--- config.mk ---
export PLATFORM = sky130hd
export DESIGN_NAME = rmq_sqrt
export DESIGN_NICKNAME = d
export VERILOG_FILES = /design/src/rtl/core/rmq_pkg.sv /design/src/rtl/core/rmq_sqrt.sv
export SDC_FILE = /design/constraint.sdc
export NUM_CORES = 1
export LEC_CHECK = 0
export ABC_AREA = 0
export BUFFER_PORTS_ARGS = -buffer_cell sky130_fd_sc_hd__buf_2
export CAP_MARGIN = 0
export CELL_PAD_IN_SITES_DETAIL_PLACEMENT = 0
export CELL_PAD_IN_SITES_GLOBAL_PLACEMENT = 2
export CORE_ASPECT_RATIO = 0.5
export CORE_MARGIN = 2
export CORE_UTILIZATION = 25
export CTS_BUF_LIST = sky130_fd_sc_hd__clkbuf_4 sky130_fd_sc_hd__clkbuf_8 sky130_fd_sc_hd__clkbuf_16
export DETAILED_ROUTE_END_ITERATION = 16
export GPL_TIMING_DRIVEN = 0
export PLACE_DENSITY_LB_ADDON = 0.1
export SYNTH_ARGS = -nofsm -noshare
export SYNTH_HDL_FRONTEND = slang
export SYNTH_SLANG_ARGS = --single-unit
--- constraint.sdc ---
create_clock -name clock -period 9.7 [get_ports clock]
set_input_delay 0.485 -clock clock [delete_from_list [all_inputs] [get_ports clock]]
set_output_delay 0.485 -clock clock [all_outputs]
set_load 0.01 [all_outputs]
--- src/rtl/core/rmq_pkg.sv ---
// ----------------------------------------------------------------------------
// rmq_pkg: shared constants, types and helpers
// Widths, pipeline depths and saturation helpers for the rotation matrix to
// quaternion pipeline.
// ----------------------------------------------------------------------------
`default_nettype none

package rmq_pkg;

   // fixed point format
   localparam int FRAC_BITS = 16;
   localparam int Q_W       = 18;
   localparam int S_W       = Q_W + 1;             // sum/difference of two elements
   localparam int T_W       = Q_W + 2;             // trace of three elements
   localparam int ARG_W     = (FRAC_BITS > 17) ? FRAC_BITS + 3 : 21;

   // square root sizing
   localparam int RAD_RAW   = ARG_W - 1 + FRAC_BITS;
   localparam int RAD_W     = RAD_RAW + (RAD_RAW % 2);
   localparam int ROOT_W    = RAD_W / 2;
   localparam int SQR_W     = ROOT_W + 3;
   localparam int SQ_STEP   = 2;
   localparam int SQ_ST     = (ROOT_W + SQ_STEP - 1) / SQ_STEP;

   // divider sizing
   localparam int D_W       = ROOT_W + 1;
   localparam int NUM_W     = S_W + FRAC_BITS;
   localparam int HI_W      = NUM_W - Q_W;
   localparam int DV_W      = ((HI_W > D_W) ? HI_W : D_W) + 1;
   localparam int DV_STEP   = 2;
   localparam int DV_ST     = (Q_W + DV_STEP - 1) / DV_STEP;
   localparam int DIV_LAT   = DV_ST + 1;

   // request to result, in cycles
   localparam int LATENCY   = 3 + SQ_ST + DIV_LAT;

   // branch codes
   localparam logic [1:0] BR_TRACE = 2'd0;
   localparam logic [1:0] BR_X     = 2'd1;
   localparam logic [1:0] BR_Y     = 2'd2;
   localparam logic [1:0] BR_Z     = 2'd3;

   localparam logic signed [Q_W-1:0] QMAX = {1'b0, {(Q_W-1){1'b1}}};
   localparam logic signed [Q_W-1:0] QMIN = {1'b1, {(Q_W-1){1'b0}}};

   typedef logic signed [Q_W-1:0] elem_type;
   typedef logic signed [S_W-1:0] sum_type;

   // sideband through the square root stages
   typedef struct packed {
      logic [1:0] branch;
      logic       invalid;
      sum_type    s0;
      sum_type    s1;
      sum_type    s2;
   } sq_side_type;

   // sideband through the divider stages
   typedef struct packed {
      logic [1:0] branch;
      logic       invalid;
      elem_type   lead;
   } dv_side_type;

   // leading component: root / 2, clipped to the positive limit
   function automatic elem_type lead_sat(input logic [ROOT_W-1:0] root);
      logic [ROOT_W-1:0] half;
      half = root >> 1;
      if (half > ROOT_W'(QMAX)) begin
         return QMAX;
      end
      return Q_W'(half);
   endfunction

endpackage

`default_nettype wire

--- src/rtl/core/rmq_sqrt.sv ---
// ----------------------------------------------------------------------------
// rmq_sqrt: pipelined integer square root
// Restoring digit method, two result bits per stage; floor(sqrt(rad)).
// ----------------------------------------------------------------------------
`default_nettype none

module rmq_sqrt import rmq_pkg::*; (
   input  logic              clock,
   input  logic [RAD_W-1:0]  rad,
   output logic [ROOT_W-1:0] root
);

   logic [RAD_W-1:0]  rad_ff  [SQ_ST];
   logic [SQR_W-1:0]  rem_ff  [SQ_ST];
   logic [ROOT_W-1:0] root_ff [SQ_ST];

   for (genvar g = 0; g < SQ_ST; g++) begin : g_stage
      logic [RAD_W-1:0]  rad_src;
      logic [SQR_W-1:0]  rem_src;
      logic [ROOT_W-1:0] root_src;
      logic [RAD_W-1:0]  rad_in;
      logic [SQR_W-1:0]  rem_in;
      logic [ROOT_W-1:0] root_in;
      logic [SQR_W-1:0]  trial;

      if (g == 0) begin : g_first
         assign rad_src  = rad;
         assign rem_src  = '0;
         assign root_src = '0;
      end else begin : g_next
         assign rad_src  = rad_ff[g-1];
         assign rem_src  = rem_ff[g-1];
         assign root_src = root_ff[g-1];
      end

      // two digit steps
      always_comb begin
         rad_in  = rad_src;
         rem_in  = rem_src;
         root_in = root_src;
         trial   = '0;
         for (int t = 0; t < SQ_STEP; t++) begin
            if (g * SQ_STEP + t < ROOT_W) begin
               rem_in = {rem_in[SQR_W-3:0], rad_in[RAD_W-1 -: 2]};
               rad_in = rad_in << 2;
               trial  = SQR_W'({root_in, 2'b01});
               if (rem_in >= trial) begin
                  rem_in  = rem_in - trial;
                  root_in = {root_in[ROOT_W-2:0], 1'b1};
               end else begin
                  root_in = {root_in[ROOT_W-2:0], 1'b0};
               end
            end
         end
      end

      always_ff @(posedge clock) begin
         rad_ff[g]  <= rad_in;
         rem_ff[g]  <= rem_in;
         root_ff[g] <= root_in;
      end
   end

   assign root = root_ff[SQ_ST-1];

endmodule

`default_nettype wire

==> out/metrics.yaml, run 1 <==
r2r-end: "rem_ff[0][121]"
synth_edf_count: 0
setup_viol: 0
gr-usage-met1_pct: 18.5
grt_pass1_wl_mm: 100
ys_types: 101
tightest_slew_ns: 1.17
worstPathCellList: "inv_1, ha_1, or3_1, o22a_1, a31oi_1, nand2_1, inv_1, clkbuf_1, nand2_1, o41ai_1, ha_1, clkbuf_1, nand4_1, nor4_1, o22a_1, o21ai_0, o2111ai_1, nor4_2, clkbuf_1, o21ai_0, o41ai_1, nor3_1"
antenna_found_initial: 1
crit_slowest_cell: "a31oi_1"
cts_buffers: 42
synth-async-reset-ratio_pct: 0
grt_overflow: 0
drive_gt1_share_pct: 8.72
ys_ff_latch: 377
period_minus_slack_ns: 7.22
cp_max_fo: 10
grt_max_degree: 16
ys_seq_area_share_pct: 36.2
cts_tree: "yes"
vias_per_cell: 4.67
cts_resized: 0
synthCells: 2373
yosysWarnings: 0
crit_family: "simple AND/OR/NAND/NOR gates"
cpPeakStageDelay_ns: 0.85
drt-initial-drc-count: 793
clk_path_buf_depth: 3
startpoint: "root_ff[4][2]"
grtUsageMet2_pct: 26.3
synth_area_leaders: "dfxtp_1 36%, ha_1 11%, xnor2_1 5.2%"
post-dp-hpwl_mm: 52.0
finalHoldViolCount: 0
start_util_pct: 25.4
status: "completed"
synth_top_family_by_area: "compound AO/OA/AOI/OAI gates"
synth_compound_area_share_pct: 19.6
maxCapViolCount: 0
whs_path_depth: 2
wl_per_cell_um: 17.7
drc: 0
avgSynthCellArea_um2: 8.78
period_share_pct: 74.4
muxShareOfSynthArea_pct: 2.25
fillCellCount: 8864
startpoint_type: "flip-flop"
root_buffer: "clkbuf_16"
syn2layout_area_growth_pct: 16.6
max_freq_mhz: 139
ir_drop_mv: 0.122
wl_mm: 64.2
core_um2: 82000
rsz0062_at_grt: "no"
yosys.area_share.simple_pct: 18.8
path_buf_inv: 5
dr.pass1.iters: 5
port_buffers: 53
die_x_um: 412
grt_use_total_pct: 14.8
dp.cells: 3530
clock_skew_ns: 0.0305
arrival_ns: 7.73
instances_no_fill: 3635
r2r-start: "root_ff[4][2]"
grt.busiest_layer: "met2"
dieHeight_um: 208
clk_pin_slew_ns: 0.06
relSlewSlack_pct: 21.1
regArea_um2: 7550
dieArea_um2: 85800
reg2reg_slack_ns: 2.48
hold_start: "rad[35]"
grt_util_met3_pct: 2.40
ios: 55
row_count: 74
clock_latency_ns: 0.60
ant_nets: 0
crit_path_end_kind: "flip-flop"
power_density_nw_per_um2: 247
yosysTopAreaCellShare_pct: 36.2
synthAdderAreaFrac_pct: 11.2
htree_levels: 2
power.leakage_nw: 10.8
via_count: 17000
clock-sinks: 377
min_path_type: "in2reg"
synth_xor_area_share_pct: 7.99
fin_tns_setup_ns: 0
fin_nets: 2727
cp_common_cell: "clkbuf_1"
rr_worst_depth: 22
holdWs_ns: 0.136
holdPathEnd: "root_ff[0][1]"
grt_pass1_vias: 17200
synthFlopType: "dfxtp_1"
slew_violations: 0
critPathRequiredTime_ns: 10.21
n_antenna_cell: 0
netlist_area_um2: 20800
worstSetupPathType: "reg2reg"
gp_congestion: 0.801
multi_input_area_um2: 12500
yosys.area.top_type: "dfxtp_1"
[power by group]
| group | internal, mW | switching [mW] | total, mW |
|---|---|---|---|
| registers | 1.83 | 0.228 | 2.06 |
| clock network | 1.02 | 0.700 | 1.72 |
| logic | 0.906 | 1.32 | 2.22 |
| total | 3.76 | 2.24 | 6.01 |
[how the worst max path moves through the flow]
stage / to / slack (ns) / cells past startpoint
2_1_floorplan: rem_ff[0][108] / 4.70 / 17
3_3_place_gp: rem_ff[0][151] / 2.26 / 20
3_5_place_dp: rem_ff[0][161] / 2.27 / 20
4_1_cts: rem_ff[0][161] / 2.25 / 20
5_1_grt: rem_ff[0][119] / 1.88 / 22
6_report: rem_ff[0][121] / 2.48 / 22
[Yosys cell counts (all sizes together), types with 19 or more instances]
master	instances
nand2	169
o21ai	136
o31ai	28
nor3	82
ha	186
or3	37
nand3	51
o21a	35
nand2b	27
o21bai	20
a21o	70
a31oi	21
a211oi	27
nor2	189
xor2	67
dfxtp	377
inv	151
nand4	29
mux2	31
nor2b	32
a21oi	139
xnor2	123
clkbuf	39
o211ai	19
nor4	23
and2	21
[cell type report]
cell class / count / area share (%)
clock buffers: 57 / 5.00
well taps: 1102 / 5.68
repair buffers: 85 / 2.41
inverters: 153 / 2.36
flip-flops and latches: 377 / 31.1
plain buffers: 53 / 0.989
multi-input cells: 1792 / 51.3
clock inverters: 16 / 1.15
[routing by layer]
metal / wire length (µm) / vias up
met2: 31300 / 180
met3: 1660 / 77
li1: - / 8815
met5: 0 / -
met1: 29900 / 7908
met4: 1400 / 0
[kinds of logic after synthesis]
logic type | after synthesis
adder cells (fa/ha/maj) | 186
AO/OA/AOI/OAI | 610
buffers and inverters | 206
multiplexers | 43
flip-flops | 377
other | 1
AND/OR/NAND/NOR | 760
XOR/XNOR | 190
[per-stage QoR]
stage                     setup WS [ns]  power, mW  utilization [%]  instance area, µm²
after detailed placement           2.27       4.33             27.4               22500
after global placement             2.26       4.36             27.4               22500
after global routing               1.88       6.47             29.6               24300
after CTS                          2.25       6.13             29.6               24300
after floorplan                    4.70       3.65                -               20800
final                              2.48       6.01             29.6               24300
[state kept, by name (all words and copies together), names as in the netlist]
name,cells
rad_ff,144
rem_ff,143
root_ff,90
[cell usage in the layout, fill, tap and decap left out, types with 35 or more instances in the layout]
| master | netlist | routed |
|---|---|---|
| a21o_1 | 70 | 70 |
| a21oi_1 | 138 | 138 |
| buf_2 | 6 | 59 |
| clkbuf_1 | 39 | 39 |
| clkbuf_16 | 0 | 42 |
| dfxtp_1 | 377 | 377 |
| ha_1 | 186 | 186 |
| inv_1 | 149 | 149 |
| nand2_1 | 168 | 168 |
| nand3_1 | 50 | 50 |
| nor2_1 | 188 | 188 |
| nor3_1 | 79 | 79 |
| o21a_1 | 35 | 35 |
| o21ai_0 | 131 | 131 |
| or3_1 | 36 | 36 |
| xnor2_1 | 123 | 123 |
| xor2_1 | 67 | 67 |
[repair_timing]
| item | in CTS | in global routing |
|---|---|---|
| hold endpoints to repair | 32 | 0 |
| hold buffers | 32 | 0 |
| buffers inserted | 0 | 0 |
(Power assumes the default switching activity.)
==> run 2, diff against run 1 <==
- clock period: 9.7 -> 6.15 ns (I/O delays scaled with it)
==> run 2 against run 1 <==
Net effect: flip-flop and latch count stayed put; fmax is 26% higher; cell count grew 0.19%; worst hold slack better by 0.038 ns; combinational power grew 60%; clock-buffer cell count is the same; sequential power increased by 58%; setup slack got worse by 2.1 ns; register-to-register slack worse by 2.1 ns; total power up 59%; largest power group unchanged; highest routed layer unchanged.
==> out/metrics.yaml, run 2 (synthesis results as in run 1) <==
row_count: 74
final_util_pct: 29.9
worstSetupPathType: "reg2reg"
clock-sinks: 377
grt_use_total_pct: 14.9
arrival_ns: 6.22
vias_per_cell: 4.67
cp_max_fo: 10
n_antenna_cell: 0
grt_overflow: 0
grt_max_degree: 16
stdcell_area_um2: 24500
maxCapViolCount: 0
grt_pass1_vias: 17300
drc: 0
drt-initial-drc-count: 837
cts_tree: "yes"
period_share_pct: 93.2
die_x_um: 412
fin_tns_setup_ns: 0
dieHeight_um: 208
antenna_found_initial: 1
dieArea_um2: 85800
dr.pass1.iters: 6
clk_pin_slew_ns: 0.06
period_minus_slack_ns: 5.73
critPathRequiredTime_ns: 6.64
drive_gt1_share_pct: 10.2
clock_skew_ns: 0.0308
grt_pass1_wl_mm: 100
finalHoldViolCount: 0
root_buffer: "clkbuf_16"
clk_path_buf_depth: 3
crit_path_end_kind: "flip-flop"
clock_latency_ns: 0.60
wl_mm: 64.6
ir_drop_mv: 0.193
port_buffers: 53
post-dp-hpwl_mm: 52.0
fillCellCount: 8855
min_path_type: "in2reg"
layout_setup_ws_ns: 0.419
finalPower_mw: 9.54
startpoint_type: "flip-flop"
tightest_slew_ns: 1.16
power.leakage_nw: 10.9
largest_reg_flops: 144
power_density_nw_per_um2: 389
setup_viol: 0
ant_nets: 0
start_util_pct: 25.4
via_count: 17000
ios: 55
final_cell_mix: "377 x dfxtp_1, 188 x nor2_1, 185 x ha_1, 167 x nand2_1, 148 x inv_1"
status: "completed"
syn2layout_area_growth_pct: 17.7
max_freq_mhz: 175
slew_violations: 0
core_um2: 82000
final_common_cell: "dfxtp_1"
gp_congestion: 0.801
wl_per_cell_um: 17.7
placed_area_um2: 22500
preCtsSetupSlack_ns: -1.28
htree_levels: 2
fin_nets: 2734
cts_buffers: 42
largest_register: "rad_ff"
largestRegisters: "rad_ff (144), rem_ff (143), root_ff (90)"
relSlewSlack_pct: 21.3
==> run 2: worst paths after layout <==
check                start  cells past startpoint             end  slack (ns)
min reg2reg  rad_ff[0][53]                      0   rad_ff[0][89]        0.31
min                rad[34]                      2    rem_ff[0][2]        0.17
max reg2reg  root_ff[4][2]                     17  rem_ff[0][108]        0.42
max          root_ff[4][2]                     17  rem_ff[0][108]        0.42
==> run 2: routing by layer <==
metal | vias up | GRT usage, % | part of all wire (%)
met5 | - | 0 | 0
met2 | 195 | 26.5 | 49
li1 | 8833 | - | -
met1 | 7915 | 18.5 | 46
met4 | 0 | 3.79 | 2.1
met3 | 79 | 2.46 | 2.9
==> run 2: critical path, stage by stage (launching register included) <==
cell      delay [ns]
dfxtp_1         0.37
inv_1           0.08
ha_1            0.24
or3_1           0.35
o22a_1          0.26
a31oi_2         0.64
nand2_4         0.27
clkbuf_2        0.30
a21oi_1         0.26
ha_1            0.34
a31o_2          0.27
a21o_1          0.20
a41oi_2         0.34
o311ai_0        0.24
a21o_1          0.29
nor4_4          0.45
clkbuf_4        0.33
mux2_2          0.35
==> run 2: metrics by stage <==
| step | hold slack, ns | std cells |
|---|---|---|
| 2_1_floorplan | 0.310 | 2375 |
| 3_3_place_gp | 0.310 | 3530 |
| 3_5_place_dp | 0.312 | 3530 |
| 4_1_cts | 0.145 | 3641 |
| 5_1_grt | 0.173 | 3642 |
| 6_report | 0.174 | 3642 |
==> run 2: area by class of cell <==
type	count	area [µm²]	area share (%)
timing repair buffer	94	661	2.69
multi-input combinational	1792	12600	51.4
buffer	51	253	1.03
clock buffer	57	1210	4.95
clock inverter	16	279	1.14
tap	1102	1380	5.62
sequential	377	7550	30.8
inverter	153	581	2.37
==> run 2: power breakdown <==
group,switching [mW],leakage (nW),internal [mW]
clock network,1.11,0.742,1.61
registers,0.363,3.15,2.89
logic,2.11,7.01,1.46
==> run 2: timing repair <==
action	CTS	global route
hold buffers	35	0
hold endpoints to repair	36	0
setup buffers	4	2
endpoints found under the setup margin	60	80
pin swaps	2	1
resized for setup	22	21
gates cloned	0	0
==> run 3, diff against run 2 <==
- ABC_AREA: 0 -> 1
- PLACE_DENSITY: not set -> 0.72
- PLACE_DENSITY_LB_ADDON: 0.1 -> not set
==> run 3 against run 2 <==
Net effect: synthesized cell count grew 40%; clock-buffer cell count decreased by 9; clock skew up 0.0066 ns; die area grew 8.4%.
==> out/metrics.yaml, run 3 <==
status: "completed"
dieHeight_um: 217
worstSetupPathType: "reg2reg"
final_cell_mix: "974 x nand2_1, 449 x inv_1, 377 x dfxtp_1, 305 x nor2_1, 237 x nand3_1"
fillCellCount: 9918
gp_congestion: 0.858
grt_overflow: 0
ys_top_cells_by_count: "974 x nand2_1, 449 x inv_1, 377 x dfxtp_1, 305 x nor2_1, 237 x nand3_1"
ios: 55
wl_met2_mm: 30.8
grt_max_degree: 17
critPathRequiredTime_ns: 6.60
yosys.area.top_type: "dfxtp_1"
clock-sinks: 377
drc: 0
largest_register: "rad_ff"
finalPower_mw: 9.69
holdWs_ns: 0.0939
wl_mm: 70.8
fin_tns_setup_ns: 0
drive_gt1_share_pct: 5.88
synthFlopType: "dfxtp_1"
wl_met1_mm: 36.1
finalHoldViolCount: 0
max_freq_mhz: 185
final_common_cell: "nand2_1"
yosysTopAreaCellShare_pct: 33.4
synth_edf_count: 0
dr.pass1.iters: 5
period_minus_slack_ns: 5.41
via_count: 20700
cts_tree: "yes"
crit_path_end_kind: "flip-flop"
synth-async-reset-ratio_pct: 0
n_antenna_cell: 0
routed.top_layer: "met4"
syn2layout_area_growth_pct: 15.0
ys_seq_area_share_pct: 33.4
avgSynthCellArea_um2: 6.79
clock_latency_ns: 0.59
min_path_type: "in2reg"
yosysWarnings: 0
holdBufCountCts: 35
cts_resized: 0
clk_pin_slew_ns: 0.07
dp.cells: 4569
power_density_nw_per_um2: 373
netlist_area_um2: 22600
startpoint_type: "flip-flop"
wl_per_cell_um: 15.1
multi_input_area_um2: 13100
maxCapViolCount: 0
largest_reg_flops: 144
clk_path_buf_depth: 3
ys_ff_latch: 377
regArea_um2: 7550
ant_nets: 0
fin_nets: 3683
tightest_slew_ns: 0.615
reg2reg_slack_ns: 0.74
post-dp-hpwl_mm: 59.2
grt_use_total_pct: 15.2
relSlewSlack_pct: 58.5
arrival_ns: 5.86
grt_pass1_vias: 20200
root_buffer: "clkbuf_16"
ys_types: 52
cts_buffers: 39
synthCells: 3328
cp_max_fo: 10
rsz0062_at_grt: "no"
htree_levels: 2
vias_per_cell: 4.43
dr_wl_met3_mm: 2.55
slew_violations: 0
grt_pass1_wl_mm: 112
yosysMostFrequentCell: "nand2_1"
start_util_pct: 25.4
die_x_um: 429
dieArea_um2: 93000
post_cts_buffers: 0
instances_no_fill: 4671
largestRegisters: "rad_ff (144), rem_ff (143), root_ff (90)"
row_count: 77
antenna_found_initial: 1
drt-initial-drc-count: 1165
synth_area_leaders: "dfxtp_1 33%, nand2_1 16%, ha_1 10%"
power.leakage_nw: 13.6
port_buffers: 54
setup_viol: 0
clock_skew_ns: 0.0374
ir_drop_mv: 0.157
core_um2: 88900
period_share_pct: 88.0
-- run 3: cells by family after synthesis --
kind of cell / count (synthesis) / synth area share [%]
adders and majority gates: 186 / 10.3
other: 1 / 0.0166
AOI/OAI and AO/OA: 442 / 10.7
and+or+nand+nor: 1687 / 31.5
DFF: 377 / 33.4
xor gates and xnor gates: 143 / 5.54
buffers and inverters: 492 / 8.52
-- run 3: critical path: stages, from the launching register on --
cell and delay (ns):
dfxtp_1 0.37, inv_1 0.10, ha_1 0.35, nand2_1 0.14, nor2_1 0.07, nand3_1 0.11
nor2_1 0.06, a21oi_1 0.29, nand3_2 0.25, buf_2 0.28, inv_1 0.25, clkbuf_1 0.45
nand2_1 0.10, o21ai_0 0.15, ha_1 0.34, a21oi_1 0.20, o21a_1 0.16, o21ai_0 0.10
a21oi_1 0.31, nand3_1 0.14, nor2_1 0.12, nand3_1 0.09, nor2_2 0.43, buf_4 0.28
a21oi_1 0.11
-- run 3: report_power, final --
group	leakage [nW]	switching, mW	total [mW]	internal, mW
Combinational	9.77	2.71	4.07	1.36
Sequential	3.15	0.343	3.22	2.88
Clock	0.635	1.03	2.40	1.36
-- run 3: through the flow --
step	area, µm²	utilization, %	worst slack [ns]
final	26000	29.2	0.736
after global routing	26000	29.2	0.198
after CTS	26000	29.2	0.725
after detailed placement	24400	27.4	0.763
after global placement	24400	27.4	0.688
after floorplan	22600	-	2.25
-- run 3: per-layer routing --
metal  vias to the layer above  track usage, %
met3                        83            2.10
li1                      11000               -
met1                      9358            21.2
met5                         -               0
met4                         0            3.42
met2                       297            24.8
-- run 3: area by class of cell --
cell class	count	share of cell area [%]
Inverter	456	6.58
Tap cell	1185	5.70
Clock buffer	48	4.06
Multi-Input combinational cell	2461	50.5
Clock inverter	19	0.871
Buffer	36	0.828
Timing Repair Buffer	89	2.39
Sequential cell	377	29.0
-- run 3: final timing paths --
check,startpoint,end,depth (start not counted)
max,root_ff[4][4],rem_ff[0][120],24
min,rad[33],rem_ff[0][1],3
max reg2reg,root_ff[4][4],rem_ff[0][120],24
min reg2reg,rad_ff[0][111],rad_ff[0][147],0
