## config.mk

```make
export PLATFORM = sky130hd
export DESIGN_NAME = rmq_div
export DESIGN_NICKNAME = d
export VERILOG_FILES = /design/src/rtl/core/rmq_pkg.sv /design/src/rtl/core/rmq_div.sv
export SDC_FILE = /design/constraint.sdc
export NUM_CORES = 1
export LEC_CHECK = 0
export CAP_MARGIN = 20
export CORE_ASPECT_RATIO = 1.75
export CORE_MARGIN = 5
export CORE_UTILIZATION = 65
export CTS_CLUSTER_DIAMETER = 150
export DETAILED_ROUTE_END_ITERATION = 7
export DONT_BUFFER_PORTS = 1
export PLACE_DENSITY = 0.81
export SLEW_MARGIN = 0
export SYNTH_ARGS = -nofsm -noshare
export SYNTH_HDL_FRONTEND = slang
export SYNTH_SLANG_ARGS = --single-unit
```

## constraint.sdc

```tcl
create_clock -name clock -period 17.18 [get_ports clock]
set_input_delay 4.295 -clock clock [delete_from_list [all_inputs] [get_ports clock]]
set_output_delay 4.295 -clock clock [all_outputs]
set_load 0.01 [all_outputs]
```

## src/rtl/core/rmq_pkg.sv

```systemverilog
// ----------------------------------------------------------------------------
// rmq_pkg: shared constants, types and helpers
// Widths, pipeline depths and saturation helpers for the rotation matrix to
// quaternion pipeline.
// ----------------------------------------------------------------------------
`default_nettype none

package rmq_pkg;

   // fixed point format
   localparam int FRAC_BITS = 16;
   localparam int Q_W       = 18;
   localparam int S_W       = Q_W + 1;             // sum/difference of two elements
   localparam int T_W       = Q_W + 2;             // trace of three elements
   localparam int ARG_W     = (FRAC_BITS > 17) ? FRAC_BITS + 3 : 21;

   // square root sizing
   localparam int RAD_RAW   = ARG_W - 1 + FRAC_BITS;
   localparam int RAD_W     = RAD_RAW + (RAD_RAW % 2);
   localparam int ROOT_W    = RAD_W / 2;
   localparam int SQR_W     = ROOT_W + 3;
   localparam int SQ_STEP   = 2;
   localparam int SQ_ST     = (ROOT_W + SQ_STEP - 1) / SQ_STEP;

   // divider sizing
   localparam int D_W       = ROOT_W + 1;
   localparam int NUM_W     = S_W + FRAC_BITS;
   localparam int HI_W      = NUM_W - Q_W;
   localparam int DV_W      = ((HI_W > D_W) ? HI_W : D_W) + 1;
   localparam int DV_STEP   = 2;
   localparam int DV_ST     = (Q_W + DV_STEP - 1) / DV_STEP;
   localparam int DIV_LAT   = DV_ST + 1;

   // request to result, in cycles
   localparam int LATENCY   = 3 + SQ_ST + DIV_LAT;

   // branch codes
   localparam logic [1:0] BR_TRACE = 2'd0;
   localparam logic [1:0] BR_X     = 2'd1;
   localparam logic [1:0] BR_Y     = 2'd2;
   localparam logic [1:0] BR_Z     = 2'd3;

   localparam logic signed [Q_W-1:0] QMAX = {1'b0, {(Q_W-1){1'b1}}};
   localparam logic signed [Q_W-1:0] QMIN = {1'b1, {(Q_W-1){1'b0}}};

   typedef logic signed [Q_W-1:0] elem_type;
   typedef logic signed [S_W-1:0] sum_type;

   // sideband through the square root stages
   typedef struct packed {
      logic [1:0] branch;
      logic       invalid;
      sum_type    s0;
      sum_type    s1;
      sum_type    s2;
   } sq_side_type;

   // sideband through the divider stages
   typedef struct packed {
      logic [1:0] branch;
      logic       invalid;
      elem_type   lead;
   } dv_side_type;

   // leading component: root / 2, clipped to the positive limit
   function automatic elem_type lead_sat(input logic [ROOT_W-1:0] root);
      logic [ROOT_W-1:0] half;
      half = root >> 1;
      if (half > ROOT_W'(QMAX)) begin
         return QMAX;
      end
      return Q_W'(half);
   endfunction

endpackage

`default_nettype wire

```

## src/rtl/core/rmq_div.sv

```systemverilog
// ----------------------------------------------------------------------------
// rmq_div: pipelined scaled divide
// q = (s * 2^FRAC_BITS) / (2 * root), truncated toward zero and saturated.
// One setup stage, then two quotient bits per stage.
// ----------------------------------------------------------------------------
`default_nettype none

module rmq_div import rmq_pkg::*; (
   input  logic              clock,
   input  sum_type           s,
   input  logic [ROOT_W-1:0] root,
   output elem_type          q
);

   logic [DV_W-1:0] rem_ff [DIV_LAT];
   logic [Q_W-1:0]  lo_ff  [DIV_LAT];
   logic [Q_W-1:0]  quo_ff [DIV_LAT];
   logic [DV_W-1:0] d_ff   [DIV_LAT];
   logic            neg_ff [DIV_LAT];
   logic            ovf_ff [DIV_LAT];

   // setup: magnitude, overflow check on the high part
   logic [S_W-1:0]   mag;
   logic [NUM_W-1:0] num;
   logic [DV_W-1:0]  hi_ext;
   logic [DV_W-1:0]  d_ext;

   always_comb begin
      mag    = s[S_W-1] ? S_W'(-s) : S_W'(s);
      num    = {mag, {FRAC_BITS{1'b0}}};
      hi_ext = DV_W'(num[NUM_W-1:Q_W]);
      d_ext  = DV_W'({root, 1'b0});
   end

   always_ff @(posedge clock) begin
      rem_ff[0] <= hi_ext;
      lo_ff[0]  <= num[Q_W-1:0];
      quo_ff[0] <= '0;
      d_ff[0]   <= d_ext;
      neg_ff[0] <= s[S_W-1];
      ovf_ff[0] <= (hi_ext >= d_ext);
   end

   for (genvar g = 1; g < DIV_LAT; g++) begin : g_stage
      logic [DV_W-1:0] rem_in;
      logic [Q_W-1:0]  lo_in;
      logic [Q_W-1:0]  quo_in;

      // two restoring steps
      always_comb begin
         rem_in = rem_ff[g-1];
         lo_in  = lo_ff[g-1];
         quo_in = quo_ff[g-1];
         for (int t = 0; t < DV_STEP; t++) begin
            if ((g - 1) * DV_STEP + t < Q_W) begin
               rem_in = {rem_in[DV_W-2:0], lo_in[Q_W-1]};
               lo_in  = lo_in << 1;
               if (rem_in >= d_ff[g-1]) begin
                  rem_in = rem_in - d_ff[g-1];
                  quo_in = {quo_in[Q_W-2:0], 1'b1};
               end else begin
                  quo_in = {quo_in[Q_W-2:0], 1'b0};
               end
            end
         end
      end

      always_ff @(posedge clock) begin
         rem_ff[g] <= rem_in;
         lo_ff[g]  <= lo_in;
         quo_ff[g] <= quo_in;
         d_ff[g]   <= d_ff[g-1];
         neg_ff[g] <= neg_ff[g-1];
         ovf_ff[g] <= ovf_ff[g-1];
      end
   end

   // sign and saturation
   logic [Q_W-1:0] quo_last;
   always_comb begin
      quo_last = quo_ff[DIV_LAT-1];
      if (neg_ff[DIV_LAT-1]) begin
         if (ovf_ff[DIV_LAT-1] || (quo_last > Q_W'(QMIN))) begin
            q = QMIN;
         end else begin
            q = elem_type'(-quo_last);
         end
      end else begin
         if (ovf_ff[DIV_LAT-1] || quo_last[Q_W-1]) begin
            q = QMAX;
         end else begin
            q = elem_type'(quo_last);
         end
      end
   end

endmodule

`default_nettype wire
```

==> impl_results.html, run 1 <==
<table>
<tr><th>Metric</th><th>Value</th></tr>
<tr><th colspan="2">Routing</th></tr>
<tr><td>Remaining antenna violation count after routing</td><td>0</td></tr>
<tr><td>Number of search-and-repair iterations in the first detailed-routing pass</td><td>6</td></tr>
<tr><td>Post-route DRC violation count</td><td>0</td></tr>
<tr><td>Routed metal-1 wire length</td><td>25.2 mm</td></tr>
<tr><td>Wire length after detailed routing</td><td>73.7 mm</td></tr>
<tr><td>Met2 routed WL</td><td>39.2 mm</td></tr>
<tr><td>Highest metal layer with signal wires</td><td>met4</td></tr>
<tr><td>Routed via count</td><td>23600</td></tr>
<tr><td>Via density per instance</td><td>6.27</td></tr>
<tr><td>WL/cell</td><td>19.6 microns</td></tr>
<tr><td>Metal3 WL</td><td>2.44 mm</td></tr>
<tr><td>Initial DRC Count</td><td>1580</td></tr>
<tr><th colspan="2">CTS</th></tr>
<tr><td>CTS Hold Buffers Added</td><td>0</td></tr>
<tr><td>Count of cells resized by post-cts repair</td><td>0</td></tr>
<tr><td>TritonCTS clock tree</td><td>built</td></tr>
<tr><td>Clock-pin slew reported for the worst setup and hold paths after clock tree synthesis</td><td>0.07 ns</td></tr>
<tr><td>Worst-Skew Late Latency</td><td>0.56 ns</td></tr>
<tr><td>Clock tree buffer depth</td><td>3</td></tr>
<tr><td>Number of buffers created by CTS</td><td>41</td></tr>
<tr><td>H-tree depth</td><td>2</td></tr>
<tr><td>CTS root buf</td><td>sky130_fd_sc_hd__clkbuf_16</td></tr>
<tr><td>Number of buffers added for setup after CTS</td><td>0</td></tr>
<tr><td>Sink Count</td><td>436</td></tr>
<tr><th colspan="2">Synthesis</th></tr>
<tr><td>Largest area contributor in the synthesized netlist</td><td>sky130_fd_sc_hd__dfxtp_1</td></tr>
<tr><td>Async set-reset flop share out of synthesis</td><td>0</td></tr>
<tr><td>Post-synthesis cell count</td><td>3155</td></tr>
<tr><td>Cells taking the most area after synthesis</td><td>sky130_fd_sc_hd__dfxtp_1 31%, sky130_fd_sc_hd__ha_1 15%, sky130_fd_sc_hd__mux2_2 7.6%, sky130_fd_sc_hd__xnor2_1 5.5%, sky130_fd_sc_hd__a21oi_1 4.3%</td></tr>
<tr><td>Seq/Total Area, Yosys</td><td>0.312</td></tr>
<tr><td>Post-synth EDFFs</td><td>0</td></tr>
<tr><td>Synth warn</td><td>0</td></tr>
<tr><td>Post-synth design cell area</td><td>0.0280 sq mm</td></tr>
<tr><td>Leading register cell type out of synthesis</td><td>sky130_fd_sc_hd__dfxtp_1</td></tr>
<tr><td>Share of the synthesized area in the top cell type</td><td>0.312</td></tr>
<tr><td>Mean instance size in the synthesized netlist</td><td>8.87 sq um</td></tr>
<tr><td>Dominant cell by count in the synthesized netlist</td><td>sky130_fd_sc_hd__dfxtp_1</td></tr>
<tr><td>FF+latch count, synth</td><td>436</td></tr>
<tr><td>Most frequent cells after synthesis</td><td>436 x sky130_fd_sc_hd__dfxtp_1, 334 x sky130_fd_sc_hd__ha_1, 274 x sky130_fd_sc_hd__inv_1</td></tr>
<tr><td>Number of unique standard cell types used by synthesis</td><td>77</td></tr>
<tr><td>Mapped Nets</td><td>3538</td></tr>
<tr><th colspan="2">Min path</th></tr>
<tr><td>Hold Path Class</td><td>reg2reg</td></tr>
<tr><td>Min-Delay Path Depth</td><td>0</td></tr>
<tr><td>Worst Hold Launch</td><td>quo_ff[8][5]</td></tr>
<tr><td>Hold Path Sink</td><td>quo_ff[9][7]</td></tr>
<tr><th colspan="2">Floorplan</th></tr>
<tr><td>Die span in x</td><td>167 microns</td></tr>
<tr><td>Full die area</td><td>0.0474 sq mm</td></tr>
<tr><td>Number of rows created at floorplan</td><td>100</td></tr>
<tr><td>Initial core utilization</td><td>0.658</td></tr>
<tr><td>Top-level I/O count</td><td>56</td></tr>
<tr><td>Overall die height</td><td>284 microns</td></tr>
<tr><td>Core region area</td><td>0.0425 sq mm</td></tr>
<tr><th colspan="2">GRT</th></tr>
<tr><td>Global routing usage summed across all routing layers</td><td>0.301</td></tr>
<tr><td>Maximum number of pins on one net before global-route repair</td><td>31</td></tr>
<tr><td>Total congestion overflow after global routing</td><td>0</td></tr>
<tr><td>First-pass GRT wire length</td><td>118 mm</td></tr>
<tr><td>Initial antenna violation count</td><td>1</td></tr>
<tr><td>Vias in the first global route</td><td>24300</td></tr>
<tr><th colspan="2">Worst setup path</th></tr>
<tr><td>Endpoint of the lowest-slack register-to-register path</td><td>rem_ff[3][10]</td></tr>
<tr><td>Worst Setup End Kind</td><td>output pin</td></tr>
<tr><td>Startpoint type of the worst setup path</td><td>flop</td></tr>
<tr><td>Endpoint required time on the critical path</td><td>12.89 ns</td></tr>
<tr><td>Maximum fanout count along the critical path</td><td>15</td></tr>
<tr><td>Worst path bufs/invs</td><td>2</td></tr>
<tr><td>Worst R2R Setup Slack</td><td>10.13 ns</td></tr>
<tr><td>FF-to-FF Start</td><td>d_ff[2][2]</td></tr>
<tr><td>Critical path class</td><td>reg2out</td></tr>
<tr><td>Crit path max-delay cell type</td><td>sky130_fd_sc_hd__o311ai_0</td></tr>
<tr><td>Cell class contributing the biggest share of worst-path delay</td><td>simple AND/OR/NAND/NOR gates</td></tr>
<tr><td>Cell breakdown of the critical path</td><td>inv_1 &gt; ha_1 &gt; nor3b_1 &gt; nand3_1 &gt; or3_1 &gt; or3_1 &gt; o31ai_1 &gt; nand2b_1 &gt; inv_1 &gt; nand2_1 &gt; o311ai_0</td></tr>
<tr><td>Critical Path AT</td><td>4.26 ns</td></tr>
<tr><td>Delay contributed by the slowest stage of the critical path</td><td>0.86 ns</td></tr>
<tr><td>FF-to-FF path depth</td><td>20</td></tr>
<tr><th colspan="2">Layout</th></tr>
<tr><td>Design area</td><td>0.0301 sq mm</td></tr>
<tr><td>Layout Nets</td><td>3547</td></tr>
<tr><td>Core Util, Final</td><td>0.707</td></tr>
<tr><td>Fraction of layout cells with a size suffix above 1</td><td>0.0998</td></tr>
<tr><td>Relative area change from synthesis to final layout</td><td>7.59%</td></tr>
<tr><td>Filler Cells Inserted</td><td>3286</td></tr>
<tr><th colspan="2">Timing</th></tr>
<tr><td>Worst Hold Slack</td><td>0.320 ns</td></tr>
<tr><td>Worst rel slew slack</td><td>0.299</td></tr>
<tr><td>Crit path time final</td><td>8.55 ns</td></tr>
<tr><td>Total Negative Setup Slacks</td><td>0 ns</td></tr>
<tr><td>Number of endpoints with negative hold slack in the final report</td><td>0</td></tr>
<tr><td>Finish-stage setup viols</td><td>0</td></tr>
<tr><td>Worst Clk Skew</td><td>0.0209 ns</td></tr>
<tr><td>Final cycle utilization of the critical path</td><td>0.498</td></tr>
<tr><td>Worst Max-Slew Pin Slew</td><td>1.05 ns</td></tr>
<tr><td>Setup repair after global routing missed its margin</td><td>no</td></tr>
<tr><td>Max Clk Rate</td><td>0.117 GHz</td></tr>
<tr><td>Final count of pins violating max slew</td><td>0</td></tr>
<tr><th colspan="2">Placed design</th></tr>
<tr><td>Routability cong.</td><td>0.951</td></tr>
<tr><td>Placed wire-length estimate</td><td>59.4 mm</td></tr>
<tr><td>I/O Buffers</td><td>0</td></tr>
<tr><td>Cell area reported after detailed placement</td><td>0.0286 sq mm</td></tr>
<tr><th colspan="2">Run</th></tr>
<tr><td>Max-cap violation count</td><td>0</td></tr>
<tr><th colspan="2">Outcome</th></tr>
<tr><td>Run status</td><td>complete, no violations</td></tr>
</table>
## kinds of logic after synthesis
family                     synth area share
AOI/OAI and AO/OA                     0.190
and+or+nand+nor                       0.133
DFF                                   0.312
muxes                                0.0849
buffers and inverters                0.0444
xor gates and xnor gates             0.0783
adders and majority gates             0.157
## through the flow
step	std cells	worst slack (ns)
finish	3758	8.63
global route	3757	8.40
CTS	3755	8.73
detailed placement	3680	9.35
global placement	3678	9.49
floorplan	3155	9.99
## worst max-delay path by stage
stage	from	end	slack, ns	cells after the start
after CTS	quo_ff[9][0]	q[6]	8.73	11
after floorplan	quo_ff[9][1]	q[15]	9.99	9
final	quo_ff[9][0]	q[6]	8.63	11
after global routing	quo_ff[9][0]	q[8]	8.40	11
after global placement	quo_ff[9][0]	q[6]	9.49	11
after detailed placement	quo_ff[9][0]	q[6]	9.35	11
## cells in the final DEF, fill, tap and decap left out, types with 59 or more instances in the layout
cell / synthesis / layout
sky130_fd_sc_hd__o21ai_0: 163 / 163
sky130_fd_sc_hd__nand3_1: 62 / 62
sky130_fd_sc_hd__o21a_1: 59 / 59
sky130_fd_sc_hd__dfxtp_1: 436 / 436
sky130_fd_sc_hd__ha_1: 334 / 334
sky130_fd_sc_hd__xnor2_1: 177 / 177
sky130_fd_sc_hd__a21oi_1: 240 / 240
sky130_fd_sc_hd__nand2_1: 164 / 164
sky130_fd_sc_hd__mux2_2: 189 / 189
sky130_fd_sc_hd__inv_1: 274 / 274
sky130_fd_sc_hd__xor2_1: 73 / 73
sky130_fd_sc_hd__nor3_1: 70 / 70
sky130_fd_sc_hd__a21o_1: 78 / 78
sky130_fd_sc_hd__nor2_1: 234 / 233
## flip-flops by register name (all words and copies together) (netlist names)
signal	count
ovf_ff	10
neg_ff	10
lo_ff	2
d_ff	162
rem_ff	162
quo_ff	90
## layout make-up
type | instances | area, sq um | area share
antenna | 1 | 2.50 | 0.0000832
clock buffer | 47 | 1070 | 0.0355
clock inverter | 28 | 364 | 0.0121
inverter | 275 | 1030 | 0.0343
multi-input combinational | 2398 | 18100 | 0.600
sequential | 436 | 8730 | 0.290
tap | 561 | 702 | 0.0233
timing repair buffer | 12 | 145 | 0.00482
## routing by layer
metal / vias up / track usage
li1: 11400 / -
met1: 11100 / 0.284
met2: 740 / 0.573
met3: 383 / 0.0345
met4: 0 / 0.242
met5: - / 0
Power of run 1 is left out: the tool's default activity adds up to more than one toggle a clock period on the data nets, which glitch-free logic cannot reach.
==> run 2, diff against run 1 <==
--- a/config.mk
+++ b/config.mk
@@ -8,11 +8,11 @@
 export CAP_MARGIN = 20
 export CORE_ASPECT_RATIO = 1.75
 export CORE_MARGIN = 5
-export CORE_UTILIZATION = 65
+export CORE_UTILIZATION = 59
 export CTS_CLUSTER_DIAMETER = 150
 export DETAILED_ROUTE_END_ITERATION = 7
 export DONT_BUFFER_PORTS = 1
-export PLACE_DENSITY = 0.81
+export PLACE_DENSITY = 0.78
 export SLEW_MARGIN = 0
 export SYNTH_ARGS = -nofsm -noshare
 export SYNTH_HDL_FRONTEND = slang
==> constraint.sdc (replaced) <==
create_clock -name clock -period 6.9 [get_ports clock]
set_input_delay 1.725 -clock clock [delete_from_list [all_inputs] [get_ports clock]]
set_output_delay 1.725 -clock clock [all_outputs]
set_load 0.01 [all_outputs]
==> run 2 against run 1 <==
Against the previous run: worst setup slack lost 8.3 ns; first-iteration DRC count shrank 13%; largest cell class unchanged; critical endpoint is now rem_ff[3][5]; utilization shrank 6.2 points; highest routed layer is now met5; die area grew 9.7%; sequential share of layout area shrank 0.18 points; clock-buffer cell count shrank 1.
==> impl_results.html, run 2 (synthesized netlist as in run 1, its figures left out) <==
<table>
<tr><th>Metric</th><th>Value</th></tr>
<tr><th colspan="2">CTS</th></tr>
<tr><td>Clock tree buffer depth</td><td>3</td></tr>
<tr><td>CTS root buf</td><td>sky130_fd_sc_hd__clkbuf_16</td></tr>
<tr><td>Clock-pin slew reported for the worst setup and hold paths after clock tree synthesis</td><td>0.07 ns</td></tr>
<tr><td>Number of buffers added for setup after CTS</td><td>0</td></tr>
<tr><td>Number of buffers created by CTS</td><td>42</td></tr>
<tr><td>TritonCTS clock tree</td><td>built</td></tr>
<tr><td>Worst-Skew Late Latency</td><td>0.60 ns</td></tr>
<tr><td>H-tree depth</td><td>2</td></tr>
<tr><td>Sink Count</td><td>436</td></tr>
<tr><th colspan="2">GRT</th></tr>
<tr><td>Initial antenna violation count</td><td>2</td></tr>
<tr><td>Global routing usage summed across all routing layers</td><td>0.295</td></tr>
<tr><td>First-pass GRT wire length</td><td>124 mm</td></tr>
<tr><td>Vias in the first global route</td><td>24700</td></tr>
<tr><td>Maximum number of pins on one net before global-route repair</td><td>31</td></tr>
<tr><td>Total congestion overflow after global routing</td><td>0</td></tr>
<tr><th colspan="2">Worst setup path</th></tr>
<tr><td>FF-to-FF Start</td><td>d_ff[2][2]</td></tr>
<tr><td>FF-to-FF path depth</td><td>20</td></tr>
<tr><td>Critical Path AT</td><td>7.01 ns</td></tr>
<tr><td>Endpoint of the lowest-slack register-to-register path</td><td>rem_ff[3][5]</td></tr>
<tr><td>Maximum fanout count along the critical path</td><td>10</td></tr>
<tr><td>Endpoint required time on the critical path</td><td>7.35 ns</td></tr>
<tr><td>Startpoint type of the worst setup path</td><td>flop</td></tr>
<tr><td>Worst Setup End Kind</td><td>flop</td></tr>
<tr><td>Critical path class</td><td>reg2reg</td></tr>
<tr><td>Worst R2R Setup Slack</td><td>0.33 ns</td></tr>
<tr><th colspan="2">Timing</th></tr>
<tr><td>Finish-stage setup viols</td><td>0</td></tr>
<tr><td>Setup repair after global routing missed its margin</td><td>no</td></tr>
<tr><td>Worst Max-Slew Pin Slew</td><td>1.07 ns</td></tr>
<tr><td>Max Clk Rate</td><td>0.152 GHz</td></tr>
<tr><td>Worst rel slew slack</td><td>0.285</td></tr>
<tr><td>Crit path time final</td><td>6.57 ns</td></tr>
<tr><td>Worst Clk Skew</td><td>0.0428 ns</td></tr>
<tr><td>Number of endpoints with negative hold slack in the final report</td><td>0</td></tr>
<tr><td>Final count of pins violating max slew</td><td>0</td></tr>
<tr><td>Final cycle utilization of the critical path</td><td>0.952</td></tr>
<tr><td>Total Negative Setup Slacks</td><td>0 ns</td></tr>
<tr><th colspan="2">Floorplan</th></tr>
<tr><td>Top-level I/O count</td><td>56</td></tr>
<tr><td>Initial core utilization</td><td>0.596</td></tr>
<tr><td>Number of rows created at floorplan</td><td>105</td></tr>
<tr><td>Die span in x</td><td>175 microns</td></tr>
<tr><td>Core region area</td><td>0.0469 sq mm</td></tr>
<tr><td>Overall die height</td><td>298 microns</td></tr>
<tr><td>Full die area</td><td>0.0520 sq mm</td></tr>
<tr><th colspan="2">Layout</th></tr>
<tr><td>Most frequent cells in the layout</td><td>436 x sky130_fd_sc_hd__dfxtp_1, 334 x sky130_fd_sc_hd__ha_1, 274 x sky130_fd_sc_hd__inv_1, 240 x sky130_fd_sc_hd__a21oi_1, 233 x sky130_fd_sc_hd__nor2_1</td></tr>
<tr><td>Layout Nets</td><td>3552</td></tr>
<tr><td>Leading cell type in the layout, fill and taps excluded</td><td>sky130_fd_sc_hd__dfxtp_1</td></tr>
<tr><td>Fraction of layout cells with a size suffix above 1</td><td>0.103</td></tr>
<tr><td>Relative area change from synthesis to final layout</td><td>8.25%</td></tr>
<tr><td>Registers with the most flip-flops</td><td>d_ff: 162 flops, rem_ff: 162 flops, quo_ff: 90 flops</td></tr>
<tr><th colspan="2">Run</th></tr>
<tr><td>Max-cap violation count</td><td>0</td></tr>
<tr><th colspan="2">Min path</th></tr>
<tr><td>Hold Path Sink</td><td>quo_ff[8][11]</td></tr>
<tr><td>Worst Hold Launch</td><td>quo_ff[7][9]</td></tr>
<tr><td>Min-Delay Path Depth</td><td>0</td></tr>
<tr><td>Hold Path Class</td><td>reg2reg</td></tr>
<tr><th colspan="2">Placed design</th></tr>
<tr><td>I/O Buffers</td><td>0</td></tr>
<tr><td>Routability cong.</td><td>1.00</td></tr>
<tr><td>Placed wire-length estimate</td><td>64.8 mm</td></tr>
<tr><th colspan="2">Routing</th></tr>
<tr><td>Wire length after detailed routing</td><td>79.6 mm</td></tr>
<tr><td>Routed via count</td><td>23700</td></tr>
<tr><td>WL/cell</td><td>21.0 microns</td></tr>
<tr><td>Number of search-and-repair iterations in the first detailed-routing pass</td><td>5</td></tr>
<tr><td>Via density per instance</td><td>6.26</td></tr>
<tr><td>Initial DRC Count</td><td>1381</td></tr>
<tr><td>Remaining antenna violation count after routing</td><td>0</td></tr>
<tr><td>Post-route DRC violation count</td><td>0</td></tr>
<tr><th colspan="2">Outcome</th></tr>
<tr><td>Run status</td><td>complete, no violations</td></tr>
</table>
run 2: changes by cell type in the layout (fill, tap and decap cells not counted), moves of 3 or more:
| cell | before | now |
|---|---|---|
| sky130_fd_sc_hd__bufinv_16 | 6 | 9 |
| sky130_fd_sc_hd__buf_4 | 8 | 15 |
| sky130_fd_sc_hd__clkbuf_1 | 4 | 0 |
| sky130_fd_sc_hd__inv_6 | 5 | 1 |
run 2: area by class of cell:
class	instances	area [sq um]
multi-input combinational	2398	18100
fill	3859	16600
sequential	436	8730
clock buffer	46	1110
inverter	275	1030
tap	588	736
clock inverter	32	490
timing repair buffer	16	124
antenna	2	5.00
run 2: how the worst max path moves through the flow:
| stage | from | endpoint | slack (ns) | depth (start not counted) |
|---|---|---|---|---|
| floorplan | d_ff[4][2] | rem_ff[5][12] | 1.23 | 23 |
| finish | d_ff[2][2] | rem_ff[3][5] | 0.33 | 20 |
| global route | d_ff[0][2] | rem_ff[1][18] | 0.003 | 19 |
| global placement | d_ff[2][2] | rem_ff[3][5] | 0.55 | 20 |
| CTS | d_ff[2][2] | rem_ff[3][5] | 0.41 | 20 |
| detailed placement | d_ff[2][2] | rem_ff[3][3] | 0.47 | 20 |
run 2: metrics by stage:
stage / setup slack, ns / utilization / cell area [sq um] / hold slack, ns / instances
after floorplan: 1.23 / - / 28000 / 0.310 / 3155
after global placement: 0.554 / 0.611 / 28700 / 0.310 / 3712
after detailed placement: 0.470 / 0.611 / 28700 / 0.312 / 3712
after CTS: 0.411 / 0.645 / 30300 / 0.318 / 3790
after global routing: 0.00311 / 0.646 / 30300 / 0.311 / 3793
final: 0.333 / 0.646 / 30300 / 0.308 / 3793
run 2: routing by layer:
| layer | track usage | vias up | routed length, microns |
|---|---|---|---|
| met5 | 0 | - | 17 |
| met3 | 0.0398 | 421 | 2920 |
| met2 | 0.563 | 807 | 42000 |
| li1 | - | 11400 | - |
| met4 | 0.296 | 2 | 9600 |
| met1 | 0.251 | 11100 | 25100 |
run 2: worst max-delay path, stage by stage, from the launching register on:
cell and delay, ns:
sky130_fd_sc_hd__dfxtp_1 0.47, sky130_fd_sc_hd__inv_1 0.15, sky130_fd_sc_hd__ha_1 0.33, sky130_fd_sc_hd__nor2b_1 0.14
sky130_fd_sc_hd__o31a_1 0.29, sky130_fd_sc_hd__o41ai_1 0.47, sky130_fd_sc_hd__o22ai_1 0.22, sky130_fd_sc_hd__o31ai_1 0.39
sky130_fd_sc_hd__o221ai_2 0.30, sky130_fd_sc_hd__mux2_2 0.36, sky130_fd_sc_hd__ha_1 0.36, sky130_fd_sc_hd__o21a_1 0.22
sky130_fd_sc_hd__o31a_1 0.13, sky130_fd_sc_hd__o41ai_1 0.46, sky130_fd_sc_hd__o21ai_0 0.30, sky130_fd_sc_hd__a221o_1 0.42
sky130_fd_sc_hd__a21oi_1 0.18, sky130_fd_sc_hd__o31a_1 0.18, sky130_fd_sc_hd__nand3_1 0.39, sky130_fd_sc_hd__buf_4 0.36
sky130_fd_sc_hd__mux2_2 0.28
run 2: repair_timing:
| action | 4_1_cts | 5_1_grt |
|---|---|---|
| gates resized for setup | 0 | 1 |
| setup endpoints to repair | 0 | 18 |
| endpoints found under the hold margin | 0 | 0 |
| hold buffers | 0 | 0 |
Power of run 2 is left out for the same reason.
==> run 3, diff against run 2 <==
--- a/config.mk
+++ b/config.mk
@@ -13,6 +13,7 @@
 export DETAILED_ROUTE_END_ITERATION = 7
 export DONT_BUFFER_PORTS = 1
 export PLACE_DENSITY = 0.78
+export REMOVE_ABC_BUFFERS = 1
 export SLEW_MARGIN = 0
 export SYNTH_ARGS = -nofsm -noshare
 export SYNTH_HDL_FRONTEND = slang
==> run 3 against run 2 <==
Against the previous run: worst hold slack gained 0.017 ns; cell count is essentially flat; critical path type unchanged; critical path depth shrank 1; wire length shrank 0.74%; clock-buffer cell count grew 10; design area shrank 0.22%; register-to-register slack lost 0.11 ns; highest routed layer is now met4; die area is the same.
==> impl_results.html, run 3 (synthesized netlist as in run 1, its figures left out) <==
<table>
<tr><th>Metric</th><th>Value</th></tr>
<tr><th colspan="2">Outcome</th></tr>
<tr><td>Run status</td><td>complete, no violations</td></tr>
<tr><th colspan="2">CTS</th></tr>
<tr><td>CTS Hold Buffers Added</td><td>0</td></tr>
<tr><td>Clock tree buffer depth</td><td>3</td></tr>
<tr><td>Clock-pin slew reported for the worst setup and hold paths after clock tree synthesis</td><td>0.07 ns</td></tr>
<tr><td>TritonCTS clock tree</td><td>built</td></tr>
<tr><td>Worst-Skew Late Latency</td><td>0.57 ns</td></tr>
<tr><td>CTS root buf</td><td>sky130_fd_sc_hd__clkbuf_16</td></tr>
<tr><td>H-tree depth</td><td>2</td></tr>
<tr><td>Sink Count</td><td>436</td></tr>
<tr><td>Number of buffers created by CTS</td><td>42</td></tr>
<tr><th colspan="2">Floorplan</th></tr>
<tr><td>Full die area</td><td>0.0520 sq mm</td></tr>
<tr><td>Die span in x</td><td>175 microns</td></tr>
<tr><td>Top-level I/O count</td><td>56</td></tr>
<tr><td>Number of rows created at floorplan</td><td>105</td></tr>
<tr><td>Core region area</td><td>0.0469 sq mm</td></tr>
<tr><td>Initial core utilization</td><td>0.596</td></tr>
<tr><td>Overall die height</td><td>298 microns</td></tr>
<tr><th colspan="2">Layout</th></tr>
<tr><td>Fraction of layout cells with a size suffix above 1</td><td>0.103</td></tr>
<tr><td>Leading cell type in the layout, fill and taps excluded</td><td>sky130_fd_sc_hd__dfxtp_1</td></tr>
<tr><td>Relative area change from synthesis to final layout</td><td>8.02%</td></tr>
<tr><td>Registers with the most flip-flops</td><td>d_ff: 162 flops, rem_ff: 162 flops, quo_ff: 90 flops</td></tr>
<tr><td>Layout Nets</td><td>3559</td></tr>
<tr><td>Total inserted antenna cells</td><td>0</td></tr>
<tr><td>Most frequent cells in the layout</td><td>436 x sky130_fd_sc_hd__dfxtp_1, 334 x sky130_fd_sc_hd__ha_1, 274 x sky130_fd_sc_hd__inv_1, 240 x sky130_fd_sc_hd__a21oi_1, 233 x sky130_fd_sc_hd__nor2_1</td></tr>
<tr><th colspan="2">GRT</th></tr>
<tr><td>Global routing usage summed across all routing layers</td><td>0.294</td></tr>
<tr><td>Maximum number of pins on one net before global-route repair</td><td>27</td></tr>
<tr><td>Vias in the first global route</td><td>24700</td></tr>
<tr><td>Initial antenna violation count</td><td>0</td></tr>
<tr><td>First-pass GRT wire length</td><td>124 mm</td></tr>
<tr><td>Total congestion overflow after global routing</td><td>0</td></tr>
<tr><th colspan="2">Timing</th></tr>
<tr><td>Finish-stage setup viols</td><td>0</td></tr>
<tr><td>Setup WS post-layout</td><td>0.219 ns</td></tr>
<tr><td>Worst Max-Slew Pin Slew</td><td>1.04 ns</td></tr>
<tr><td>Total Negative Setup Slacks</td><td>0 ns</td></tr>
<tr><td>Worst Hold Slack</td><td>0.325 ns</td></tr>
<tr><td>Worst rel slew slack</td><td>0.305</td></tr>
<tr><td>Worst Clk Skew</td><td>0.0204 ns</td></tr>
<tr><td>Final cycle utilization of the critical path</td><td>0.968</td></tr>
<tr><td>Max Clk Rate</td><td>0.150 GHz</td></tr>
<tr><td>Setup repair after global routing missed its margin</td><td>no</td></tr>
<tr><td>Final count of pins violating max slew</td><td>0</td></tr>
<tr><td>Crit path time final</td><td>6.68 ns</td></tr>
<tr><td>Number of endpoints with negative hold slack in the final report</td><td>0</td></tr>
<tr><th colspan="2">Worst setup path</th></tr>
<tr><td>Worst R2R Setup Slack</td><td>0.22 ns</td></tr>
<tr><td>Delay contributed by the slowest stage of the critical path</td><td>0.79 ns</td></tr>
<tr><td>Most repeated library cell on the critical path</td><td>sky130_fd_sc_hd__a211oi_1</td></tr>
<tr><td>Startpoint type of the worst setup path</td><td>flop</td></tr>
<tr><td>Critical Path AT</td><td>7.14 ns</td></tr>
<tr><td>Endpoint required time on the critical path</td><td>7.36 ns</td></tr>
<tr><td>FF-to-FF Start</td><td>d_ff[0][2]</td></tr>
<tr><td>Endpoint of the lowest-slack register-to-register path</td><td>rem_ff[1][7]</td></tr>
<tr><td>Worst Setup End Kind</td><td>flop</td></tr>
<tr><td>Critical path class</td><td>reg2reg</td></tr>
<tr><td>Maximum fanout count along the critical path</td><td>12</td></tr>
<tr><td>Cell breakdown of the critical path</td><td>inv_1 &gt; fa_1 &gt; a211oi_1 &gt; o21a_1 &gt; o21ai_0 &gt; a211oi_1 &gt; o21bai_1 &gt; a21o_1 &gt; xor2_1 &gt; mux2_2 &gt; ha_1 &gt; nand2_1 &gt; or4_1 &gt; a211oi_1 &gt; nor3_1 &gt; o22ai_1 &gt; a211o_1 &gt; buf_4 &gt; mux2_2</td></tr>
<tr><td>Crit path max-delay cell type</td><td>sky130_fd_sc_hd__a211oi_1</td></tr>
<tr><td>FF-to-FF path depth</td><td>19</td></tr>
<tr><th colspan="2">Routing</th></tr>
<tr><td>WL/cell</td><td>20.8 microns</td></tr>
<tr><td>Initial DRC Count</td><td>1044</td></tr>
<tr><td>Remaining antenna violation count after routing</td><td>0</td></tr>
<tr><td>Number of search-and-repair iterations in the first detailed-routing pass</td><td>5</td></tr>
<tr><td>Via density per instance</td><td>6.20</td></tr>
<tr><td>Post-route DRC violation count</td><td>0</td></tr>
<tr><td>Routed via count</td><td>23500</td></tr>
<tr><td>Wire length after detailed routing</td><td>79.0 mm</td></tr>
<tr><th colspan="2">Min path</th></tr>
<tr><td>Worst Hold Launch</td><td>ovf_ff[8]</td></tr>
<tr><td>Hold Path Class</td><td>reg2reg</td></tr>
<tr><td>Hold Path Sink</td><td>ovf_ff[9]</td></tr>
<tr><td>Min-Delay Path Depth</td><td>0</td></tr>
<tr><th colspan="2">Placed design</th></tr>
<tr><td>I/O Buffers</td><td>0</td></tr>
<tr><td>Routability cong.</td><td>1.04</td></tr>
<tr><td>Worst slack at placement</td><td>0.221 ns</td></tr>
<tr><td>Placed wire-length estimate</td><td>64.0 mm</td></tr>
<tr><th colspan="2">Run</th></tr>
<tr><td>Max-cap violation count</td><td>0</td></tr>
</table>
-- run 3: cell types whose count changed in the layout (fill, tap and decap cells not counted), sizes merged --
cell	previous run	this run
inv	277	278
clkinvlp	6	3
clkinv	15	9
bufinv	9	5
buf	16	23
diode	2	0
clkbuf	46	56
-- run 3: through the flow --
step | instance area [sq um] | util | cells
after floorplan | 27800 | - | 3109
after global placement | 28700 | 0.612 | 3718
after detailed placement | 28700 | 0.612 | 3718
after CTS | 30200 | 0.643 | 3794
after global routing | 30200 | 0.644 | 3796
final | 30200 | 0.644 | 3796
-- run 3: worst max path at each step --
| stage | from | to | slack, ns |
|---|---|---|---|
| after floorplan | d_ff[4][2] | rem_ff[5][10] | 0.07 |
| after global placement | d_ff[2][2] | rem_ff[3][8] | 0.38 |
| after detailed placement | d_ff[2][2] | rem_ff[3][9] | 0.22 |
| after CTS | d_ff[2][2] | rem_ff[3][6] | 0.18 |
| after global routing | d_ff[0][13] | rem_ff[1][7] | 0.03 |
| final | d_ff[0][2] | rem_ff[1][7] | 0.22 |
-- run 3: area by class of cell --
| class | instances | area [sq um] |
|---|---|---|
| multi-input cells | 2398 | 18100 |
| flip-flops and latches | 436 | 8730 |
| repair buffers | 23 | 184 |
| inverters | 275 | 1030 |
| clock buffers | 56 | 1190 |
| fillers | 3850 | 16700 |
| clock inverters | 20 | 274 |
| well taps | 588 | 736 |
-- run 3: timing repair --
| item | 4_1_cts | 5_1_grt |
|---|---|---|
| endpoints found under the setup margin | 0 | 22 |
| resized for setup | 0 | 3 |
| setup buffers | 0 | 0 |
-- run 3: routing by layer --
| layer | GRT usage | up-vias | wire length, microns |
|---|---|---|---|
| met4 | 0.278 | 0 | 8930 |
| met1 | 0.240 | 11000 | 24400 |
| met5 | 0 | - | 0 |
| li1 | - | 11400 | - |
| met3 | 0.0374 | 375 | 2690 |
| met2 | 0.582 | 744 | 43000 |
-- run 3: worst max-delay path, delay by kind of cell, from the launching register on --
family          cells  cell delay [ns]
simple gates        3             0.87
buf+inv             2             0.42
mux                 2             0.64
xor+xnor            1             0.13
flops               1             0.43
fa+ha+maj           2             0.83
compound gates      9             3.24
Power of run 3 is left out for the same reason.
